`src/design/tqbp_pkg.sv`:
```
// shared types and constants for the ternary quantiser and bit-plane packer
// no dependencies; imported by every module of the block
package tqbp_pkg;

  // sizing
  localparam int MAX_CHANNELS = 4096;
  localparam int WORD_BITS    = 64;
  localparam int BIT_W        = $clog2(WORD_BITS);
  localparam int SAMPLE_W     = 16;
  localparam int THRESH_W     = 15;
  localparam int COUNT_W      = 13;
  localparam int CFG_IDX_W    = 2;
  localparam int CFG_DATA_W   = 16;

  // largest channel count the count register can hold after saturation
  localparam int COUNT_CAP = (MAX_CHANNELS < (2 ** COUNT_W) - 1) ?
                             MAX_CHANNELS : (2 ** COUNT_W) - 1;

  // reset values: threshold zero, channel count 64
  localparam logic [THRESH_W-1:0] THRESH_RESET    = '0;
  localparam logic [COUNT_W-1:0]  LAST_CH_RESET   = COUNT_W'(63);
  localparam logic [COUNT_W-1:0]  LAST_CH_CAP     = COUNT_W'(COUNT_CAP - 1);
  localparam logic [BIT_W-1:0]    LAST_BIT        = BIT_W'(WORD_BITS - 1);

  // configuration register indexes
  typedef enum logic [CFG_IDX_W-1:0] {
    REG_THRESHOLD     = 2'd0,
    REG_CHANNEL_COUNT = 2'd1
  } cfg_reg_t;

  typedef logic [WORD_BITS-1:0] word_t;

  // one ternarised sample handed from the input stage to the packer
  typedef struct packed {
    logic valid;
    logic neg;
    logic nz;
  } tqbp_trit_t;

endpackage

```
`src/design/tqbp_cfg.sv`:
```
// configuration registers: threshold and last channel index of a position
// depends on tqbp_pkg
module tqbp_cfg
  import tqbp_pkg::*;
(
  input  logic                  clk,
  input  logic                  rst_n,
  input  logic                  cfg_valid,
  output logic                  cfg_ready,
  input  logic [CFG_IDX_W-1:0]  cfg_index,
  input  logic [CFG_DATA_W-1:0] cfg_data,
  output logic [THRESH_W-1:0]   threshold,
  output logic [COUNT_W-1:0]    last_channel
);

  logic [THRESH_W-1:0] threshold_r;
  logic [COUNT_W-1:0]  last_r;
  logic [COUNT_W-1:0]  count_w;
  logic [COUNT_W-1:0]  last_nxt;

  assign cfg_ready = 1'b1;
  assign count_w   = cfg_data[COUNT_W-1:0];

  // channel count clamped to 1..cap, stored as last index
  always_comb begin
    if (count_w == '0) begin
      last_nxt = '0;
    end else if (count_w > COUNT_W'(COUNT_CAP)) begin
      last_nxt = LAST_CH_CAP;
    end else begin
      last_nxt = count_w - COUNT_W'(1);
    end
  end

  // register writes; unknown indexes are dropped
  always_ff @(posedge clk) begin
    if (!rst_n) begin
      threshold_r <= THRESH_RESET;
      last_r      <= LAST_CH_RESET;
    end else if (cfg_valid && cfg_ready) begin
      case (cfg_reg_t'(cfg_index))
        REG_THRESHOLD:     threshold_r <= cfg_data[THRESH_W-1:0];
        REG_CHANNEL_COUNT: last_r      <= last_nxt;
        default: ;
      endcase
    end
  end

  assign threshold    = threshold_r;
  assign last_channel = last_r;

endmodule

```
`src/design/tqbp_in_stage.sv`:
```
// input register and ternary decision against the threshold
// depends on tqbp_pkg
module tqbp_in_stage
  import tqbp_pkg::*;
(
  input  logic                clk,
  input  logic                rst_n,
  input  logic                in_valid,
  output logic                in_ready,
  input  logic [SAMPLE_W-1:0] in_sample,
  input  logic                in_is_pad,
  input  logic [THRESH_W-1:0] threshold,
  input  logic                take,
  output tqbp_trit_t          trit
);

  logic                valid_r;
  logic [SAMPLE_W-1:0] sample_r;
  logic                pad_r;

  logic signed [SAMPLE_W:0] s_ext;
  logic signed [SAMPLE_W:0] t_pos;
  logic signed [SAMPLE_W:0] t_neg;
  logic                     above;
  logic                     below;

  assign in_ready = !valid_r || take;

  // input beat register
  always_ff @(posedge clk) begin
    if (!rst_n) begin
      valid_r <= 1'b0;
    end else if (in_valid && in_ready) begin
      valid_r <= 1'b1;
    end else if (take) begin
      valid_r <= 1'b0;
    end
  end

  always_ff @(posedge clk) begin
    if (in_valid && in_ready) begin
      sample_r <= in_sample;
      pad_r    <= in_is_pad;
    end
  end

  // signed compares against +threshold and -threshold
  assign s_ext = $signed({sample_r[SAMPLE_W-1], sample_r});
  assign t_pos = $signed({{(SAMPLE_W + 1 - THRESH_W){1'b0}}, threshold});
  assign t_neg = -t_pos;
  assign above = s_ext > t_pos;
  assign below = s_ext < t_neg;

  always_comb begin
    trit.valid = valid_r;
    trit.neg   = !pad_r && !above && below;
    trit.nz    = !pad_r && (above || below);
  end

endmodule

```
`src/design/tqbp_pack.sv`:
```
// bit-plane accumulators, word and position counters, result register
// depends on tqbp_pkg
module tqbp_pack
  import tqbp_pkg::*;
(
  input  logic               clk,
  input  logic               rst_n,
  input  tqbp_trit_t         trit,
  input  logic [COUNT_W-1:0] last_channel,
  output logic               take,
  output logic               out_valid,
  input  logic               out_ready,
  output word_t              out_negative_mask,
  output word_t              out_nonzero_mask,
  output logic               out_last_of_position
);

  logic [BIT_W-1:0]   bit_r;
  logic [COUNT_W-1:0] idx_r;
  word_t              neg_acc_r;
  word_t              nz_acc_r;
  logic               out_valid_r;
  word_t              out_neg_r;
  word_t              out_nz_r;
  logic               out_last_r;

  word_t neg_nxt;
  word_t nz_nxt;
  word_t one;
  logic  end_pos;
  logic  end_word;
  logic  emit;
  logic  out_free;

  // insert the current trit at its bit position
  assign one     = word_t'(1) << bit_r;
  assign neg_nxt = neg_acc_r | (trit.neg ? one : '0);
  assign nz_nxt  = nz_acc_r | (trit.nz ? one : '0);

  // word closes on its last bit or on the last channel of a position
  assign end_pos  = idx_r >= last_channel;
  assign end_word = bit_r == LAST_BIT;
  assign emit     = end_pos || end_word;
  assign out_free = !out_valid_r || out_ready;
  assign take     = trit.valid && (!emit || out_free);

  // counters and accumulators
  always_ff @(posedge clk) begin
    if (!rst_n) begin
      bit_r     <= '0;
      idx_r     <= '0;
      neg_acc_r <= '0;
      nz_acc_r  <= '0;
    end else if (take) begin
      if (emit) begin
        bit_r     <= '0;
        idx_r     <= end_pos ? '0 : idx_r + COUNT_W'(1);
        neg_acc_r <= '0;
        nz_acc_r  <= '0;
      end else begin
        bit_r     <= bit_r + BIT_W'(1);
        idx_r     <= idx_r + COUNT_W'(1);
        neg_acc_r <= neg_nxt;
        nz_acc_r  <= nz_nxt;
      end
    end
  end

  // result register
  always_ff @(posedge clk) begin
    if (!rst_n) begin
      out_valid_r <= 1'b0;
    end else if (take && emit) begin
      out_valid_r <= 1'b1;
    end else if (out_ready) begin
      out_valid_r <= 1'b0;
    end
  end

  always_ff @(posedge clk) begin
    if (take && emit) begin
      out_neg_r  <= neg_nxt;
      out_nz_r   <= nz_nxt;
      out_last_r <= end_pos;
    end
  end

  assign out_valid            = out_valid_r;
  assign out_negative_mask    = out_neg_r;
  assign out_nonzero_mask     = out_nz_r;
  assign out_last_of_position = out_last_r;

endmodule

```
`src/design/ternary_quantize_bit_pack.sv`:
```
// top level of the ternary quantiser with bit-plane packing
// depends on tqbp_pkg, tqbp_cfg, tqbp_in_stage, tqbp_pack
//
//  channel | handshake            | payload
//  --------+----------------------+-------------------------------------------
//  in      | in_valid / in_ready  | in_sample (Q8.8 signed), in_is_pad
//  out     | out_valid/out_ready  | out_negative_mask, out_nonzero_mask,
//          |                      | out_last_of_position
//  cfg     | cfg_valid/cfg_ready  | cfg_index, cfg_data (cfg_ready always high)
//
// one sample per cycle sustained unless the packer stalls; a word pair is offered
// once the beat that closes it is accepted and taken (input register, then result register)
// the packer stalls only when it must emit and the result register is full
// synchronous active-low reset clears counters, accumulators and valids;
// threshold resets to 0 and channel count to 64
module ternary_quantize_bit_pack
  import tqbp_pkg::*;
(
  input  logic                  clk,
  input  logic                  rst_n,
  input  logic                  in_valid,
  output logic                  in_ready,
  input  logic [SAMPLE_W-1:0]   in_sample,
  input  logic                  in_is_pad,
  output logic                  out_valid,
  input  logic                  out_ready,
  output word_t                 out_negative_mask,
  output word_t                 out_nonzero_mask,
  output logic                  out_last_of_position,
  input  logic                  cfg_valid,
  output logic                  cfg_ready,
  input  logic [CFG_IDX_W-1:0]  cfg_index,
  input  logic [CFG_DATA_W-1:0] cfg_data
);

  logic [THRESH_W-1:0] threshold;
  logic [COUNT_W-1:0]  last_channel;
  logic                take;
  tqbp_trit_t          trit;

  // configuration registers
  tqbp_cfg u_cfg (
    .clk          (clk),
    .rst_n        (rst_n),
    .cfg_valid    (cfg_valid),
    .cfg_ready    (cfg_ready),
    .cfg_index    (cfg_index),
    .cfg_data     (cfg_data),
    .threshold    (threshold),
    .last_channel (last_channel)
  );

  // input register and ternary decision
  tqbp_in_stage u_in (
    .clk       (clk),
    .rst_n     (rst_n),
    .in_valid  (in_valid),
    .in_ready  (in_ready),
    .in_sample (in_sample),
    .in_is_pad (in_is_pad),
    .threshold (threshold),
    .take      (take),
    .trit      (trit)
  );

  // packing and result register
  tqbp_pack u_pack (
    .clk                  (clk),
    .rst_n                (rst_n),
    .trit                 (trit),
    .last_channel         (last_channel),
    .take                 (take),
    .out_valid            (out_valid),
    .out_ready            (out_ready),
    .out_negative_mask    (out_negative_mask),
    .out_nonzero_mask     (out_nonzero_mask),
    .out_last_of_position (out_last_of_position)
  );

endmodule

```
`config.mk`:
```
export PLATFORM = sky130hd
export DESIGN_NAME = ternary_quantize_bit_pack
export DESIGN_NICKNAME = d
export VERILOG_FILES = /design/src/design/tqbp_pkg.sv /design/src/design/tqbp_cfg.sv /design/src/design/tqbp_in_stage.sv /design/src/design/tqbp_pack.sv /design/src/design/ternary_quantize_bit_pack.sv
export SDC_FILE = /design/constraint.sdc
export NUM_CORES = 1
export LEC_CHECK = 0
export BUFFER_PORTS_ARGS = -buffer_cell sky130_fd_sc_hd__buf_2
export CORE_MARGIN = 5
export CORE_UTILIZATION = 55
export DETAILED_ROUTE_END_ITERATION = 16
export HOLD_SLACK_MARGIN = 0.03
export PLACE_DENSITY = 0.76
export SLEW_MARGIN = 30
export SYNTH_ARGS = -nofsm -noshare
export SYNTH_HDL_FRONTEND = slang
export SYNTH_SLANG_ARGS = --single-unit
```
`constraint.sdc`:
```
create_clock -name clk -period 24.6 [get_ports clk]
set_clock_uncertainty 0.2 [all_clocks]
set_input_delay 3.69 -clock clk [delete_from_list [all_inputs] [get_ports clk]]
set_output_delay 3.69 -clock clk [all_outputs]
set_load 0.1 [all_outputs]
```
==> impl_metrics.prom, run 1 <==
# TYPE chip_impl_metric gauge
chip_impl_info{name="outcome",value="completed"} 1
chip_impl_metric{name="finalWeightedCongestion",unit=""} 0.868
chip_impl_info{name="cts_root_buffer",value="sky130_fd_sc_hd__clkbuf_16"} 1
chip_impl_metric{name="net_count_of_the_finished_layout",unit=""} 1441
chip_impl_metric{name="numClockSinks",unit=""} 323
chip_impl_metric{name="post_layout_nonfiller_instances",unit=""} 1704
chip_impl_metric{name="drt_wl_total",unit="mm"} 33.2
chip_impl_metric{name="hold_violations",unit=""} 0
chip_impl_info{name="rsz0062_at_grt",value="no"} 1
chip_impl_metric{name="layout_min_cycle_time",unit="ns"} 8.63
chip_impl_metric{name="placement.io_buffers",unit=""} 169
chip_impl_metric{name="post_cts.repair.setup_buffers",unit=""} 0
chip_impl_metric{name="cts_made_buffers",unit=""} 34
chip_impl_metric{name="power",unit="W"} 0.00117
chip_impl_metric{name="timing.final.setup_violations",unit=""} 0
chip_impl_metric{name="ys_types",unit=""} 55
chip_impl_info{name="most_frequent_cell_on_critical_path",value="sky130_fd_sc_hd__buf_2"} 1
chip_impl_metric{name="first_global_vias",unit=""} 9850
chip_impl_metric{name="layout.core_utilization",unit="%"} 64.2
chip_impl_metric{name="wire_length_on_met1",unit="mm"} 14.3
chip_impl_info{name="synth.top_cells.by_area",value="sky130_fd_sc_hd__edfxtp_1 (31%), sky130_fd_sc_hd__dfxtp_1 (25%), sky130_fd_sc_hd__a32o_1 (4.9%)"} 1
chip_impl_info{name="cp-start-kind",value="input port"} 1
chip_impl_metric{name="max_stage_delay",unit="ns"} 0.41
chip_impl_metric{name="syn_area_per_cell",unit="µm²"} 11.3
chip_impl_info{name="highest-signal-layer",value="met4"} 1
chip_impl_metric{name="power_density",unit="mW/mm²"} 72.6
chip_impl_metric{name="number_of_buffers_added_to_fix_hold_violations_after_cts",unit=""} 0
chip_impl_metric{name="groute.usage.overall",unit="%"} 22.3
chip_impl_metric{name="average_vias_per_placed_instance",unit=""} 6.13
chip_impl_metric{name="num_antenna_cells",unit=""} 0
chip_impl_metric{name="grt.overflow.total",unit=""} 0
chip_impl_metric{name="max_slew.worst_pin.slew",unit="ns"} 1.00
chip_impl_info{name="yosysTopAreaCell",value="sky130_fd_sc_hd__edfxtp_1"} 1
chip_impl_metric{name="cts_repair_resize_count",unit=""} 0
chip_impl_metric{name="postSynthCellCount",unit=""} 1237
chip_impl_metric{name="fmaxAchievable",unit="MHz"} 116
chip_impl_metric{name="seq_area_frac_synth",unit="%"} 56.7
chip_impl_metric{name="h-tree-depth",unit=""} 2
chip_impl_metric{name="antenna_found_initial",unit=""} 0
chip_impl_metric{name="met2RoutedLength",unit="mm"} 16.1
chip_impl_metric{name="synth_enable_flop_cells",unit=""} 146
chip_impl_metric{name="vdd_drop_max",unit="mV"} 0.0535
chip_impl_metric{name="yosysTopAreaCellShare",unit="%"} 31.3
chip_impl_metric{name="finalSetupTns",unit="ns"} 0
chip_impl_metric{name="largest_net_degree_at_the_start_of_global_routing",unit=""} 90
chip_impl_metric{name="grt_first_pass_wirelength",unit="mm"} 52.6
chip_impl_metric{name="flow.area_growth_from_synthesis",unit="%"} 15.2
chip_impl_metric{name="detailedRoute.firstIterationViolations",unit=""} 941
chip_impl_metric{name="route.met3.wl",unit="mm"} 2.21
chip_impl_metric{name="clockBufferDepth",unit=""} 3
chip_impl_metric{name="layout_worst_path_cycle_share",unit="%"} 35.1
chip_impl_metric{name="critPathRequiredTime",unit="ns"} 20.71
chip_impl_metric{name="worst-endpoint-arrival",unit="ns"} 4.74
chip_impl_metric{name="dp_hpwl",unit="mm"} 21.2
chip_impl_metric{name="die_width",unit="µm"} 170
chip_impl_metric{name="drt_pass1_iterations",unit=""} 5
chip_impl_info{name="timing.critical_path.to_type",value="output port"} 1
chip_impl_metric{name="detailroute.via_count",unit=""} 10440
chip_impl_metric{name="async_flop_share",unit="%"} 0
chip_impl_info{name="cts_tree",value="yes"} 1
chip_impl_metric{name="detail_route.wl_per_cell",unit="µm"} 19.5
chip_impl_info{name="worstHoldPathType",value="flip-flop to flip-flop"} 1
chip_impl_metric{name="floorplan.initialDensity",unit="%"} 55.7
chip_impl_metric{name="antenna_left",unit=""} 0
chip_impl_metric{name="yosys_warnings",unit=""} 0
chip_impl_metric{name="synth.ff_latch_count",unit=""} 323
chip_impl_info{name="synth_ff_type",value="sky130_fd_sc_hd__dfxtp_1"} 1
chip_impl_metric{name="cap_violations",unit=""} 0
chip_impl_info{name="layout.cells.most_common",value="sky130_fd_sc_hd__dfxtp_1"} 1
chip_impl_metric{name="syn_area",unit="mm²"} 0.0140
chip_impl_metric{name="ioPinCount",unit=""} 172
chip_impl_metric{name="synth.net_count",unit=""} 1330
chip_impl_metric{name="die_area",unit="mm²"} 0.0287
chip_impl_info{name="most_used_cells_in_the_layout_excluding_fill_and_tap_cells",value="sky130_fd_sc_hd__dfxtp_1 (177), sky130_fd_sc_hd__buf_2 (169), sky130_fd_sc_hd__edfxtp_1 (146)"} 1
chip_impl_metric{name="timing.slew.headroom",unit="%"} 32.9
chip_impl_metric{name="number_of_pins_with_negative_max_slew_slack_in_the_final_report",unit=""} 0
chip_impl_metric{name="placed_cells_incl_taps",unit=""} 1642
chip_impl_metric{name="placement_rows",unit=""} 58
chip_impl_metric{name="clkLatencyLatePin",unit="ns"} 0.51
chip_impl_metric{name="clk_transition_reported_paths",unit="ns"} 0.06
chip_impl_metric{name="floorplan.core_area",unit="mm²"} 0.0251
chip_impl_metric{name="drcViolationCount",unit=""} 0
chip_impl_metric{name="die_height",unit="µm"} 170
chip_impl_metric{name="critical_path_peak_fanout",unit=""} 4
chip_impl_metric{name="cell_leakage_power",unit="nW"} 6.61
chip_impl_info{name="critical_path.cell_chain",value="buf_2, nand2b_1, or3_1, buf_2"} 1
chip_impl_info{name="max_stage_delay_cell_worst_path",value="sky130_fd_sc_hd__or3_1"} 1
chip_impl_info{name="critical_path_class",value="input port to output port"} 1
chip_impl_metric{name="post_route_cells_drive_above_1_share",unit="%"} 23.3
chip_impl_metric{name="hold-worst-slack",unit="ns"} 0.267
flip-flops by register name, summed over array words and instances, names as in the netlist:
signal and flops:
u_pack.neg_acc_r 64, u_pack.nz_acc_r 64, u_pack.out_negative_mask 64, u_pack.out_nonzero_mask 64, u_in.sample_r 16, u_cfg.threshold 15
u_cfg.last_channel 13, u_pack.idx_r 13, u_pack.bit_r 6, u_in.pad_r 1, u_in.valid_r 1, u_pack.out_last_of_position 1
u_pack.out_valid 1
metal layers:
layer | vias to the layer above | track usage [%]
met5 | - | 0
met4 | 0 | 5.64
met3 | 40 | 3.59
met2 | 362 | 37.0
met1 | 5087 | 31.0
li1 | 4951 | -
metrics by stage:
step	setup WS (ns)	area, µm²
global placement	15.99	15000
detailed placement	15.98	15000
global route	15.94	16100
floorplan	14.11	14000
finish	15.97	16100
CTS	15.98	16100
path summary, 6_finish.rpt:
kind / from / end / slack, ns / depth (start not counted)
setup / recovery: out_ready / in_ready / 15.97 / 4
hold / removal: u_pack.nz_acc_r[0] / u_pack.nz_acc_r[0] / 0.27 / 1
setup reg to reg: u_cfg.threshold[2] / u_pack.out_nonzero_mask[12] / 19.50 / 14
hold reg to reg: u_pack.nz_acc_r[0] / u_pack.nz_acc_r[0] / 0.27 / 1
logic make-up after synthesis:
| kind of cell | share of synthesized area (%) |
|---|---|
| DFF | 56.7 |
| and+or+nand+nor | 9.03 |
| buffers and inverters | 4.32 |
| muxes | 0.152 |
| adders and majority gates | 4.81 |
| xor gates and xnor gates | 1.25 |
| AOI/OAI and AO/OA | 23.8 |
| other | 0.0268 |
worst max-delay path: cells and delay by family:
kind / cells / cell delay (ns)
buffers and inverters: 2 / 0.45
and+or+nand+nor: 2 / 0.59
synth_stat cells (all sizes together) (2+ instances only):
cell and count:
nor3b 3, xnor2 12, dfxtp 177, nand3 24, edfxtp 146, and3b 3, o21ai 29, a21boi 21
a32o 68, a22o 2, or4 6, or3 10, nor3 12, a221o 2, clkbuf 88, o31a 2
o211ai 46, o221ai 2, nor2b 7, buf 22, ha 53, a31o 67, o21a 4, a32oi 2
nand2b 2, nor4 7, inv 43, nand4 11, a21oi 39, and2 19, nand3b 4, a211oi 5
o2bb2ai 16, a21o 67, and3 9, xor2 8, nor2 56, nand2 80, o31ai 51
cell type report:
class / instances / area (µm²)
fill: 1939 / 8990
sequential: 323 / 7930
multi-input combinational: 761 / 5550
timing repair buffer: 185 / 966
clock buffer: 44 / 918
tap: 330 / 413
clock inverter: 18 / 184
inverter: 43 / 161
where the power goes:
group	switching [W]	total (W)	internal [W]
combinational	0.0000775	0.000104	0.0000261
sequential	0.00000319	0.000564	0.000561
clock	0.000205	0.000503	0.000297
total	0.000286	0.00117	0.000885
Note: power is estimated with default switching activity, not from simulation.
==> inputs of run 2 (changes only) <==
Settings changed: ABC_AREA from default to 1.
Clock period 24.6 ns to 8.8 ns, I/O delays scaled along.
==> impl_metrics.prom, run 2 <==
# TYPE chip_impl_metric gauge
chip_impl_metric{name="max_slew.worst_pin.slew",unit="ns"} 0.858
chip_impl_info{name="rsz0062_at_grt",value="no"} 1
chip_impl_metric{name="hold-worst-slack",unit="ns"} 0.271
chip_impl_metric{name="detailedRoute.firstIterationViolations",unit=""} 947
chip_impl_metric{name="switching_share",unit="%"} 24.2
chip_impl_metric{name="floorplan.initialDensity",unit="%"} 55.9
chip_impl_metric{name="seq_area_frac_synth",unit="%"} 52.4
chip_impl_metric{name="vdd_drop_max",unit="mV"} 0.124
chip_impl_metric{name="grt.overflow.total",unit=""} 0
chip_impl_metric{name="groute.usage.overall",unit="%"} 21.9
chip_impl_metric{name="cts_repair_resize_count",unit=""} 0
chip_impl_metric{name="async_flop_share",unit="%"} 0
chip_impl_metric{name="number_of_buffers_added_to_fix_hold_violations_after_cts",unit=""} 0
chip_impl_metric{name="cell_leakage_power",unit="nW"} 8.01
chip_impl_metric{name="layout_worst_path_cycle_share",unit="%"} 46.1
chip_impl_metric{name="detailroute.via_count",unit=""} 11956
chip_impl_info{name="yosysTopAreaCell",value="sky130_fd_sc_hd__edfxtp_1"} 1
chip_impl_metric{name="flow.area_growth_from_synthesis",unit="%"} 12.6
chip_impl_metric{name="postSynthCellCount",unit=""} 1796
chip_impl_metric{name="cap_violations",unit=""} 0
chip_impl_metric{name="drt_pass1_iterations",unit=""} 5
chip_impl_metric{name="yosysTopAreaCellShare",unit="%"} 29.0
chip_impl_metric{name="ys_types",unit=""} 37
chip_impl_metric{name="net_count_of_the_finished_layout",unit=""} 2031
chip_impl_metric{name="proportion_of_power_drawn_by_combinational_gates",unit="%"} 9.2
chip_impl_info{name="cts_tree",value="yes"} 1
chip_impl_metric{name="placed_area",unit="mm²"} 0.0159
chip_impl_metric{name="average_vias_per_placed_instance",unit=""} 5.19
chip_impl_metric{name="number_of_pins_with_negative_max_slew_slack_in_the_final_report",unit=""} 0
chip_impl_metric{name="die_width",unit="µm"} 176
chip_impl_info{name="cp_top_family",value="simple AND/OR/NAND/NOR gates"} 1
chip_impl_metric{name="finalWeightedCongestion",unit=""} 0.880
chip_impl_info{name="critical_path_class",value="flip-flop to flip-flop"} 1
chip_impl_info{name="synth.most_common_cell",value="sky130_fd_sc_hd__nand2_1"} 1
chip_impl_metric{name="worst-endpoint-arrival",unit="ns"} 4.20
chip_impl_info{name="critical_path.cell_chain",value="inv_1, ha_1, nand3_1, nor2_1, nand2_1, nor2_1, nand3_1, inv_1, nand4_1, nor3_1, ha_1, nand2_2, inv_1, a21oi_1, nand2_1, nor2_1, nand2_1, nand2_1, nand3_1, nand2_2, buf_4, nand2_1, nand2_1"} 1
chip_impl_metric{name="clk_transition_reported_paths",unit="ns"} 0.06
chip_impl_metric{name="internal-power",unit="W"} 0.00249
chip_impl_info{name="cts_root_buffer",value="sky130_fd_sc_hd__clkbuf_16"} 1
chip_impl_metric{name="floorplan.core_area",unit="mm²"} 0.0270
chip_impl_metric{name="first_global_vias",unit=""} 11321
chip_impl_metric{name="critPathRequiredTime",unit="ns"} 8.94
chip_impl_metric{name="clkLatencyLatePin",unit="ns"} 0.50
chip_impl_info{name="outcome",value="completed"} 1
chip_impl_info{name="layout.cells.most_common",value="sky130_fd_sc_hd__nand2_1"} 1
chip_impl_metric{name="dp_hpwl",unit="mm"} 23.1
chip_impl_info{name="max_stage_delay_cell_worst_path",value="sky130_fd_sc_hd__buf_4"} 1
chip_impl_metric{name="synth.ff_latch_count",unit=""} 323
chip_impl_metric{name="synth.net_count",unit=""} 1889
chip_impl_metric{name="numClockSinks",unit=""} 323
chip_impl_metric{name="h-tree-depth",unit=""} 2
chip_impl_metric{name="power_density",unit="mW/mm²"} 193
chip_impl_metric{name="syn_area_per_cell",unit="µm²"} 8.42
chip_impl_metric{name="yosys_warnings",unit=""} 0
chip_impl_metric{name="timing.slew.headroom",unit="%"} 42.7
chip_impl_metric{name="die_height",unit="µm"} 176
chip_impl_info{name="synth_ff_type",value="sky130_fd_sc_hd__dfxtp_1"} 1
chip_impl_metric{name="power.switching",unit="W"} 0.000796
chip_impl_metric{name="max_stage_delay",unit="ns"} 0.56
chip_impl_metric{name="layout_min_cycle_time",unit="ns"} 4.06
chip_impl_metric{name="detail_route.wl_per_cell",unit="µm"} 14.9
chip_impl_metric{name="post_cts.repair.setup_buffers",unit=""} 0
chip_impl_metric{name="num_antenna_cells",unit=""} 0
chip_impl_metric{name="synth_enable_flop_cells",unit=""} 146
chip_impl_info{name="synth.top_cells.by_area",value="sky130_fd_sc_hd__edfxtp_1 (29%), sky130_fd_sc_hd__dfxtp_1 (23%), sky130_fd_sc_hd__nand2_1 (13%)"} 1
chip_impl_metric{name="power",unit="W"} 0.00328
chip_impl_metric{name="drt_wl_total",unit="mm"} 34.4
chip_impl_metric{name="grt_first_pass_wirelength",unit="mm"} 55.9
chip_impl_info{name="timing.critical_path.to_type",value="flip-flop"} 1
chip_impl_metric{name="drcViolationCount",unit=""} 0
chip_impl_metric{name="fmaxAchievable",unit="MHz"} 247
chip_impl_info{name="most_used_cells_in_the_layout_excluding_fill_and_tap_cells",value="sky130_fd_sc_hd__nand2_1 (540), sky130_fd_sc_hd__inv_1 (280), sky130_fd_sc_hd__dfxtp_1 (177)"} 1
chip_impl_metric{name="antenna_found_initial",unit=""} 0
chip_impl_info{name="cp-start-kind",value="flip-flop"} 1
chip_impl_metric{name="critical_path_peak_fanout",unit=""} 64
chip_impl_metric{name="die_area",unit="mm²"} 0.0309
chip_impl_metric{name="clockBufferDepth",unit=""} 3
chip_impl_metric{name="placement_rows",unit=""} 60
chip_impl_metric{name="ioPinCount",unit=""} 172
chip_impl_metric{name="stdcell_area",unit="mm²"} 0.0170
chip_impl_metric{name="largest_net_degree_at_the_start_of_global_routing",unit=""} 91
chip_impl_info{name="most_frequent_cell_on_critical_path",value="sky130_fd_sc_hd__nand2_1"} 1
chip_impl_metric{name="finalSetupTns",unit="ns"} 0
chip_impl_metric{name="clock_power_share",unit="%"} 42.6
chip_impl_metric{name="antenna_left",unit=""} 0
chip_impl_metric{name="placement.io_buffers",unit=""} 169
chip_impl_metric{name="post_route_cells_drive_above_1_share",unit="%"} 15.6
chip_impl_metric{name="timing.final.setup_violations",unit=""} 0
chip_impl_metric{name="power.sequential.fraction",unit="%"} 48.2
chip_impl_metric{name="hold_violations",unit=""} 0
chip_impl_metric{name="cts_made_buffers",unit=""} 34
chip_impl_metric{name="syn_area",unit="mm²"} 0.0151
chip_impl_info{name="worstHoldPathType",value="flip-flop to flip-flop"} 1
chip_impl_metric{name="critPathBufInv",unit=""} 4
chip_impl_info{name="synth_cell_count_leaders",value="sky130_fd_sc_hd__nand2_1 (540), sky130_fd_sc_hd__inv_1 (283), sky130_fd_sc_hd__dfxtp_1 (177)"} 1
==> run 2: area by class of cell <==
type	count	area [µm²]
repair buffers	176	898
inverters	289	1090
clock buffers	48	975
flip-flops and latches	323	7930
fillers	2254	10000
well taps	341	427
multi-input cells	1114	5590
clock inverters	13	115
==> run 2: logic make-up after synthesis <==
group	Yosys count	share of synthesized area [%]
and+or+nand+nor	806	22.0
buffers and inverters	359	10.7
DFF	323	52.4
AOI/OAI and AO/OA	229	8.99
adders and majority gates	53	4.39
xor gates and xnor gates	25	1.45
other	1	0.0248
==> run 2: worst paths after layout <==
path	start	to	slack, ns	cells after the start
min reg2reg	u_pack.nz_acc_r[28]	u_pack.nz_acc_r[28]	0.27	2
min	u_pack.nz_acc_r[28]	u_pack.nz_acc_r[28]	0.27	2
max	u_cfg.threshold[0]	u_pack.out_nonzero_mask[34]	4.74	23
max reg2reg	u_cfg.threshold[0]	u_pack.out_nonzero_mask[34]	4.74	23
==> run 2: metal layers <==
| metal | global-route usage [%] | wire [µm] |
|---|---|---|
| met3 | 3.12 | 2230 |
| met5 | 0 | 0 |
| met2 | 36.4 | 16000 |
| met4 | 7.47 | 1120 |
| met1 | 29.7 | 15000 |
==> run 2: tightest hold or removal path: stages, from the launching register on <==
cell and delay [ns]:
sky130_fd_sc_hd__dfxtp_1 0.30, sky130_fd_sc_hd__inv_1 0.07, sky130_fd_sc_hd__a21oi_1 0.06
==> run 2: stage by stage <==
step	utilization, %	instances	worst slack (ns)
after global routing	63.0	2304	4.35
final	63.0	2304	4.74
after floorplan	-	1796	4.05
after detailed placement	59.0	2243	4.86
after global placement	59.0	2243	4.94
after CTS	63.0	2304	4.74
==> run 2: power by group through the flow <==
stage | Combinational (W) | Sequential [W] | Clock, W
3_5_place_dp | 0.000299 | 0.00162 | 0
3_3_place_gp | 0.000291 | 0.00162 | 0
2_1_floorplan | 0.000257 | 0.00161 | 0
4_1_cts | 0.000300 | 0.00158 | 0.00142
5_1_grt | 0.000338 | 0.00158 | 0.00149
6_report | 0.000301 | 0.00158 | 0.00140
==> inputs of run 3 (changes only) <==
Clock period 8.8 ns to 4.05 ns, I/O delays scaled along.
==> impl_metrics.prom, run 3 (synthesized netlist as in run 2, its figures left out) <==
# TYPE chip_impl_metric gauge
chip_impl_metric{name="max_slew.worst_pin.slew",unit="ns"} 0.884
chip_impl_metric{name="drt_pass1_iterations",unit=""} 6
chip_impl_info{name="layout.cells.most_common",value="sky130_fd_sc_hd__nand2_1"} 1
chip_impl_metric{name="layout.core_utilization",unit="%"} 64.3
chip_impl_metric{name="cts_made_buffers",unit=""} 35
chip_impl_metric{name="floorplan.core_area",unit="mm²"} 0.0270
chip_impl_metric{name="power",unit="W"} 0.00771
chip_impl_metric{name="post_route_cells_drive_above_1_share",unit="%"} 16.3
chip_impl_metric{name="fmaxAchievable",unit="MHz"} 268
chip_impl_metric{name="grt.overflow.total",unit=""} 0
chip_impl_metric{name="drcViolationCount",unit=""} 0
chip_impl_info{name="cts_root_buffer",value="sky130_fd_sc_hd__clkbuf_16"} 1
chip_impl_metric{name="detail_route.wl_per_cell",unit="µm"} 15.0
chip_impl_metric{name="vdd_drop_max",unit="mV"} 0.317
chip_impl_metric{name="worst-endpoint-arrival",unit="ns"} 3.90
chip_impl_metric{name="hold_violations",unit=""} 0
chip_impl_metric{name="detailedRoute.firstIterationViolations",unit=""} 1131
chip_impl_metric{name="die_area",unit="mm²"} 0.0309
chip_impl_metric{name="groute.usage.overall",unit="%"} 22.0
chip_impl_metric{name="power_density",unit="mW/mm²"} 444
chip_impl_metric{name="first_global_vias",unit=""} 11514
chip_impl_metric{name="net_count_of_the_finished_layout",unit=""} 2037
chip_impl_metric{name="flow.area_growth_from_synthesis",unit="%"} 14.9
chip_impl_metric{name="die_height",unit="µm"} 176
chip_impl_metric{name="cell_leakage_power",unit="nW"} 8.17
chip_impl_metric{name="dp_hpwl",unit="mm"} 23.1
chip_impl_metric{name="layout_min_cycle_time",unit="ns"} 3.73
chip_impl_metric{name="detailroute.via_count",unit=""} 11978
chip_impl_metric{name="finalWeightedCongestion",unit=""} 0.861
chip_impl_info{name="outcome",value="completed"} 1
chip_impl_metric{name="finalSetupTns",unit="ns"} 0
chip_impl_metric{name="cap_violations",unit=""} 0
chip_impl_info{name="worstHoldPathType",value="input port to flip-flop"} 1
chip_impl_info{name="critical_path_class",value="flip-flop to flip-flop"} 1
chip_impl_metric{name="post_layout_nonfiller_instances",unit=""} 2311
chip_impl_metric{name="h-tree-depth",unit=""} 2
chip_impl_metric{name="average_vias_per_placed_instance",unit=""} 5.18
chip_impl_metric{name="floorplan.initialDensity",unit="%"} 55.9
chip_impl_metric{name="r2r_slack",unit="ns"} 0.32
chip_impl_info{name="timing.critical_path.to_type",value="flip-flop"} 1
chip_impl_metric{name="die_width",unit="µm"} 176
chip_impl_metric{name="timing.final.setup_violations",unit=""} 0
chip_impl_metric{name="timing.slew.headroom",unit="%"} 40.9
chip_impl_info{name="cts_tree",value="yes"} 1
chip_impl_metric{name="antenna_left",unit=""} 0
chip_impl_metric{name="clk_transition_reported_paths",unit="ns"} 0.06
chip_impl_metric{name="hold-worst-slack",unit="ns"} 0.0766
chip_impl_metric{name="clockBufferDepth",unit=""} 3
chip_impl_metric{name="clkLatencyLatePin",unit="ns"} 0.53
chip_impl_metric{name="largest_net_degree_at_the_start_of_global_routing",unit=""} 80
chip_impl_metric{name="antenna_found_initial",unit=""} 0
chip_impl_info{name="cp-start-kind",value="flip-flop"} 1
chip_impl_info{name="most_used_cells_in_the_layout_excluding_fill_and_tap_cells",value="sky130_fd_sc_hd__nand2_1 (539), sky130_fd_sc_hd__inv_1 (280), sky130_fd_sc_hd__dfxtp_1 (177)"} 1
chip_impl_metric{name="drt_wl_total",unit="mm"} 34.8
chip_impl_metric{name="placement_rows",unit=""} 60
chip_impl_metric{name="number_of_pins_with_negative_max_slew_slack_in_the_final_report",unit=""} 0
chip_impl_metric{name="num_antenna_cells",unit=""} 0
chip_impl_metric{name="numClockSinks",unit=""} 323
chip_impl_metric{name="placement.io_buffers",unit=""} 169
chip_impl_metric{name="ioPinCount",unit=""} 172
chip_impl_metric{name="grt_first_pass_wirelength",unit="mm"} 56.1
chip_impl_metric{name="placed_cells_incl_taps",unit=""} 2247
chip_impl_metric{name="critPathRequiredTime",unit="ns"} 4.22
chip_impl_metric{name="critical_path_peak_fanout",unit=""} 64
chip_impl_metric{name="layout_worst_path_cycle_share",unit="%"} 92.1
chip_impl_metric{name="fillers",unit=""} 2252
-- run 3: cell count changes in the layout (fill, tap and decap cells not counted), moves of 2 or more --
cell	change
sky130_fd_sc_hd__buf_12	+5
sky130_fd_sc_hd__buf_4	-3
sky130_fd_sc_hd__bufinv_16	+6
sky130_fd_sc_hd__clkbuf_1	-4
sky130_fd_sc_hd__clkinv_1	-2
sky130_fd_sc_hd__clkinv_2	-3
sky130_fd_sc_hd__clkinv_8	+2
sky130_fd_sc_hd__clkinvlp_4	+3
-- run 3: report_power, final --
part	switching (W)	leakage [nW]	internal, W	total (W)
combinational	0.000509	4.74	0.000246	0.000755
clock	0.00131	0.625	0.00221	0.00351
sequential	0.0000240	2.80	0.00342	0.00344
total	0.00184	8.17	0.00587	0.00771
-- run 3: critical path: stages, from the launching register on --
cell and delay (ns):
sky130_fd_sc_hd__dfxtp_1 0.33, sky130_fd_sc_hd__inv_1 0.10, sky130_fd_sc_hd__ha_2 0.21, sky130_fd_sc_hd__nand3_1 0.12, sky130_fd_sc_hd__nor2_1 0.12, sky130_fd_sc_hd__nand2_1 0.09
sky130_fd_sc_hd__nor2_1 0.14, sky130_fd_sc_hd__nand3_1 0.13, sky130_fd_sc_hd__inv_1 0.10, sky130_fd_sc_hd__nand4_1 0.12, sky130_fd_sc_hd__nor3_1 0.22, sky130_fd_sc_hd__ha_1 0.34
sky130_fd_sc_hd__nand2_2 0.12, sky130_fd_sc_hd__inv_1 0.06, sky130_fd_sc_hd__a21oi_1 0.15, sky130_fd_sc_hd__nand2_1 0.07, sky130_fd_sc_hd__nor2_1 0.11, sky130_fd_sc_hd__nand2_1 0.06
sky130_fd_sc_hd__nand2_1 0.05, sky130_fd_sc_hd__nand3_1 0.07, sky130_fd_sc_hd__nand2_2 0.08, sky130_fd_sc_hd__buf_12 0.29, sky130_fd_sc_hd__nand2_1 0.14, sky130_fd_sc_hd__nand2_1 0.15
-- run 3: per-layer routing --
metal | track usage [%] | wire length, µm
met1 | 29.1 | 14900
met2 | 36.9 | 16300
met3 | 3.16 | 2360
met4 | 8.45 | 1230
met5 | 0 | 0
-- run 3: area by class of cell --
class                           instances  area [µm²]  share of cell area (%)
Sequential cell                       323        7930                    45.6
Clock inverter                         19         329                    1.89
Tap cell                              341         427                    2.46
Inverter                              289        1090                    6.27
Timing Repair Buffer                  181        1040                    5.99
Clock buffer                           44         960                    5.53
Multi-Input combinational cell       1114        5600                    32.2
-- run 3: worst paths after layout --
| kind | startpoint | end | cells past startpoint |
|---|---|---|---|
| min | in_sample[9] | u_in.sample_r[9] | 1 |
| max reg2reg | u_cfg.threshold[0] | u_pack.out_nonzero_mask[55] | 23 |
| min reg2reg | u_cfg.last_channel[12] | u_cfg.last_channel[12] | 2 |
| max | u_cfg.threshold[0] | u_pack.out_nonzero_mask[55] | 23 |
-- run 3: timing repair --
action | CTS | global route
gates resized for setup | 0 | 3
setup buffers | 0 | 0
setup endpoints to repair | 0 | 10
hold buffers | 0 | 0
-- run 3: stage by stage --
step | instance area, µm² | setup WS (ns)
finish | 17400 | 0.319
global route | 17400 | -0.0148
CTS | 17300 | 0.340
detailed placement | 16000 | 0.376
global placement | 16000 | 0.498
floorplan | 15100 | 0.216
